===== src/rtl/fna_pkg.sv =====
// Shared types, codes and helpers for the nodal force accumulator.
`default_nettype none
package fna_pkg;
	typedef logic [1:0] mode_t;
	typedef logic [1:0] status_t;

	localparam mode_t MODE_FACE = 2'd0;
	localparam mode_t MODE_BODY = 2'd1;
	localparam mode_t MODE_READ = 2'd2;

	localparam status_t ST_ADDED = 2'd0;
	localparam status_t ST_SKIPPED = 2'd1;
	localparam status_t ST_READ = 2'd2;

	localparam logic [1:0] REG_BFX = 2'd0;
	localparam logic [1:0] REG_BFY = 2'd1;
	localparam logic [1:0] REG_BFZ = 2'd2;
	localparam logic [1:0] REG_DENS = 2'd3;

	localparam int DIV_W = 48;
	localparam logic [32:0] DELTA_CAP = 33'h1_0000_0000;
	// (2^27 + 1) / 3: exact floor(y / 3) for any y below 2^27
	localparam logic [25:0] DIV3_RECIP = 26'd44739243;

	function automatic logic [31:0] abs32(input logic [31:0] x);
		abs32 = x[31] ? (~x + 32'd1) : x;
	endfunction

	function automatic logic [23:0] div3(input logic [25:0] y);
		logic [51:0] p;
		p = {26'b0, y} * {26'b0, DIV3_RECIP};
		div3 = p[50:27];
	endfunction

	function automatic logic [31:0] sat_add(input logic [31:0] a, input logic neg,
		input logic [32:0] m);
		logic signed [34:0] s;
		logic signed [34:0] d;
		d = $signed({2'b00, m});
		if (neg) begin
			d = -d;
		end
		s = $signed({{3{a[31]}}, a}) + d;
		if (s > 35'sd2147483647) begin
			sat_add = 32'h7FFF_FFFF;
		end else if (s < -35'sd2147483648) begin
			sat_add = 32'h8000_0000;
		end else begin
			sat_add = s[31:0];
		end
	endfunction
endpackage
`default_nettype wire


===== src/rtl/fna_div.sv =====
// Restoring shift-subtract divider, one quotient bit per cycle.
`default_nettype none
module fna_div
	import fna_pkg::*;
(
	input wire logic clk,
	input wire logic arst_n,
	input wire logic start,
	input wire logic [DIV_W-1:0] dividend,
	input wire logic [31:0] divisor,
	output logic done,
	output logic [DIV_W-1:0] quotient
);
	logic run_q;
	logic [5:0] cnt_q;
	logic [31:0] rem_q;
	logic [31:0] dvs_q;
	logic [32:0] trial;

	assign trial = {rem_q, quotient[DIV_W-1]};

	always_ff @(posedge clk or negedge arst_n) begin
		if (!arst_n) begin
			run_q <= 1'b0;
			done <= 1'b0;
			cnt_q <= '0;
		end else begin
			done <= 1'b0;
			if (start) begin
				quotient <= dividend;
				dvs_q <= divisor;
				rem_q <= '0;
				cnt_q <= 6'(DIV_W - 1);
				run_q <= 1'b1;
			end else if (run_q) begin
				if (trial >= {1'b0, dvs_q}) begin
					rem_q <= 32'(trial - {1'b0, dvs_q});
					quotient <= {quotient[DIV_W-2:0], 1'b1};
				end else begin
					rem_q <= trial[31:0];
					quotient <= {quotient[DIV_W-2:0], 1'b0};
				end
				if (cnt_q == 6'd0) begin
					run_q <= 1'b0;
					done <= 1'b1;
				end else begin
					cnt_q <= cnt_q - 6'd1;
				end
			end
		end
	end
endmodule
`default_nettype wire


===== config.mk =====
export PLATFORM = sky130hd
export DESIGN_NAME = fna_div
export DESIGN_NICKNAME = d
export VERILOG_FILES = /design/src/rtl/fna_pkg.sv /design/src/rtl/fna_div.sv
export SDC_FILE = /design/constraint.sdc
export NUM_CORES = 1
export LEC_CHECK = 0
export ABC_AREA = 0
export ABC_CLOCK_PERIOD_IN_PS = 6100
export BUFFER_PORTS_ARGS = -buffer_cell sky130_fd_sc_hd__buf_2
export CAP_MARGIN = 20
export CORE_MARGIN = 3
export CORE_UTILIZATION = 55
export DETAILED_ROUTE_END_ITERATION = 6
export PLACE_DENSITY = 0.77
export SLEW_MARGIN = 20
export SYNTH_ARGS = -nofsm -noshare
export SYNTH_HDL_FRONTEND = slang
export SYNTH_SLANG_ARGS = --single-unit

===== constraint.sdc =====
create_clock -name clk -period 6.1 [get_ports clk]
set_clock_uncertainty 0.05 [all_clocks]
set_input_delay 0.305 -clock clk [delete_from_list [all_inputs] [get_ports clk]]
set_output_delay 0.305 -clock clk [all_outputs]
set_load 0.05 [all_outputs]

==> impl_metrics.yaml <==
logic_synthesis:
  synth-edff-count: 112
  yosysTopAreaCellShare_pct: 48.6
  synth-async-reset-ratio_pct: 6.67
  synth_nets: 733
  synthFlopType: "edfxtp_1"
  syn_area_sq_um: 6920
  synth_area_leader_cell: "edfxtp_1"
  synth_cell_types: 61
  synth_area_per_cell_sq_um: 11.2
  seq_area_frac_synth_pct: 51.5
  synth.area.top_cells: "edfxtp_1, mux2_2, ha_1"
  ys_warn_count: 0
  ys_ff_latch: 120
  synthCells: 615
cts:
  cts.clk_slew.worst_paths_ns: 0.06
  htreeDepth: 4
  clockBufferDepth: 2
  cts_resized: 0
  cts_tree: "yes"
  clock_latency_ns: 0.43
  cts_buffers: 17
  cts-root-buf: "clkbuf_16"
  post_cts_buffers: 0
  cts.sinks: 120
  hold_buffers: 29
finish:
  syn_to_final_growth_pct: 24.3
  finalInstanceArea_sq_um: 8600
  drive_above_1_share_pct: 29.0
  nNetsFinal: 890
  antennaDiodeCount: 0
  fin_util_pct: 70.7
global_routing:
  antenna_found_initial: 0
  grt_max_degree: 69
  grtUsageTotal_pct: 23.7
  grt_pass1_wl_um: 26700
  grt_pass1_vias: 5527
  overflow: 0
route:
  wirelength_um: 15900
  firstDrtPassIters: 5
  routedWlPerCell_um: 16.7
  drc: 0
  dr.first_iter.drc_count: 314
  vias: 5382
  vias_per_cell: 5.65
  ant_nets: 0
min_path:
  worstHoldStart: "divisor[15]"
  min_path_type: "in2reg"
  hold_path_end: "dvs_q[15]"
  hold_depth: 1
worst_setup_path:
  crit_arrival_ns: 3.70
  crit_type: "reg2reg"
  critPathMaxFanout: 31
  r2r_setup_slack_ns: 2.51
  reg2reg_to: "rem_q[24]"
  rr_worst_depth: 11
  cp-end-kind: "flop"
  cpMostUsedCell: "a21oi_2"
  crit_slowest_cell: "o21ai_4"
  startpoint_type: "flop"
  r2r-start: "rem_q[4]"
  required_ns: 6.21
  path_cells: "ha_1 > o21a_1 > o211ai_1 > a211oi_2 > a21oi_2 > a21oi_2 > o21ai_4 > buf_4 > nand2b_1 > a31oi_1 > o2bb2ai_1"
  cpPeakStageDelay_ns: 0.55
timing:
  fmax_mhz: 279
  post-route-min-period_ns: 3.59
  setup_violations: 0
  hold_violations: 0
  fin_crit_sh_pct: 58.8
  whs_ns: 0.0151
  setup-tns-final_ns: 0
  worst_slew_pin_slew_ns: 1.04
  slew_headroom_pct: 30.7
  grt_setup_unrepaired: "false"
  maxSlewViolCount: 0
power_and_ir_drop:
  peakVddDrop_mv: 0.241
  power_leakage_uw: 0.00358
  p_total_uw: 2930
  switchingPower_uw: 960
  p_comb_share_pct: 29.0
  power_density_nw_per_um2: 340
  clock_power_share_pct: 34.7
  sequentialPowerShare_pct: 36.4
  swShare_pct: 32.8
  p_int_uw: 1970
place:
  io_buffer_count: 131
  placed_area_sq_um: 7710
  globalplace.congestion: 0.882
  dp_hpwl_um: 10900
floorplan:
  start_util_pct: 56.9
  die_h_um: 118
  pin_count: 132
  fp.dieArea_sq_um: 14000
  core_sq_um: 12200
  dieWidth_um: 118
  num_rows: 40
flow_run:
  max_cap_viol_count: 0
status:
  status: "completed"
sequential cells by signal, indices dropped and copies added, names as in the netlist:
| register | count |
|---|---|
| rem_q | 32 |
| run_q | 1 |
| quotient | 48 |
| cnt_q | 6 |
| done | 1 |
| dvs_q | 32 |
worst max-delay path, delay by kind of cell (launching register included):
family | cells | cell delay [ns]
AOI/OAI and AO/OA | 8 | 1.80
buffers and inverters | 1 | 0.44
DFF | 1 | 0.41
adders and majority gates | 1 | 0.40
and+or+nand+nor | 1 | 0.21
area by class of cell:
cell class              count  area (sq um)
flip-flops and latches    120          3560
well taps                 168           210
clock inverters            15           166
repair buffers            166           991
multi-input cells         418          3060
fillers                   859          3560
clock buffers              17           425
inverters                  49           184
cells by family after synthesis:
kind of cell	after synthesis	share of synthesized area (%)
AND/OR/NAND/NOR	139	9.77
AO/OA/AOI/OAI	158	14.9
flip-flops	120	51.5
adder cells (fa/ha/maj)	35	6.44
XOR/XNOR	29	3.67
multiplexers	57	9.10
buffers and inverters	77	4.58
power groups by stage:
stage                     clock (uW)  combinational [uW]  sequential [uW]
final                           1010                 847             1060
after CTS                       1030                 841             1060
after global routing            1060                 937             1070
after floorplan                    0                 581             1150
after detailed placement           0                 823             1080
after global placement             0                 804             1080
synth_stat cells, types with 2 or more instances:
cell,n
a211o_1,2
a211oi_1,23
a211oi_2,3
a21o_1,9
a21oi_1,53
a21oi_2,2
a31oi_1,3
a32oi_1,2
and2_1,2
and3_1,2
buf_2,4
buf_6,3
clkbuf_1,20
dfrtp_1,8
edfxtp_1,112
ha_1,34
inv_1,48
mux2_2,47
mux2i_1,10
nand2_1,21
nand2b_1,9
nand3_1,8
nand4_1,7
nor2_1,57
nor2b_1,10
nor3_1,7
nor3b_1,2
nor4_1,5
o211a_1,2
o211ai_1,3
o21a_1,7
o21ai_0,21
o21ai_1,3
o21bai_1,9
o22ai_1,2
o31a_1,2
or3_1,2
xnor2_1,21
xor2_1,8
routing by layer:
| metal | wire length (um) | track usage [%] |
|---|---|---|
| met3 | 1220 | 7.51 |
| met1 | 6780 | 29.5 |
| met2 | 7480 | 37.8 |
| met4 | 438 | 10.9 |
| met5 | 0 | 0 |
layout by cell type (no fill, tap or decap), types with 5 or more instances in the layout:
| cell type | n |
|---|---|
| buf_4 | 6 |
| nor2_1 | 57 |
| nand2_1 | 21 |
| edfxtp_1 | 112 |
| inv_1 | 48 |
| xnor2_1 | 21 |
| mux2_2 | 47 |
| dlygate4sd3_1 | 29 |
| o21a_1 | 7 |
| clkbuf_16 | 17 |
| nand2b_1 | 9 |
| a21o_1 | 9 |
| nor3_1 | 7 |
| a211oi_1 | 23 |
| a21oi_1 | 53 |
| nand3_1 | 8 |
| o21bai_1 | 9 |
| ha_1 | 34 |
| dfrtp_1 | 8 |
| buf_2 | 131 |
| nor4_1 | 5 |
| mux2i_1 | 10 |
| o21ai_0 | 21 |
| nand4_1 | 7 |
| inv_6 | 5 |
| nor2b_1 | 9 |
| xor2_1 | 8 |
per-stage QoR:
step / instances / setup slack [ns]
after global placement: 892 / 2.58
after global routing: 953 / 2.16
after detailed placement: 892 / 2.53
after floorplan: 615 / 2.50
after CTS: 953 / 2.51
final: 953 / 2.51
worst max path at each step:
stage,from,to,slack (ns),cells after the start
after floorplan,start,quotient[0],2.50,4
after global placement,rem_q[4],rem_q[24],2.58,11
after detailed placement,rem_q[4],rem_q[24],2.53,11
after CTS,rem_q[4],rem_q[24],2.51,11
after global routing,rem_q[4],rem_q[24],2.16,11
final,rem_q[4],rem_q[24],2.51,11
Power figures use the tool's default switching activity.
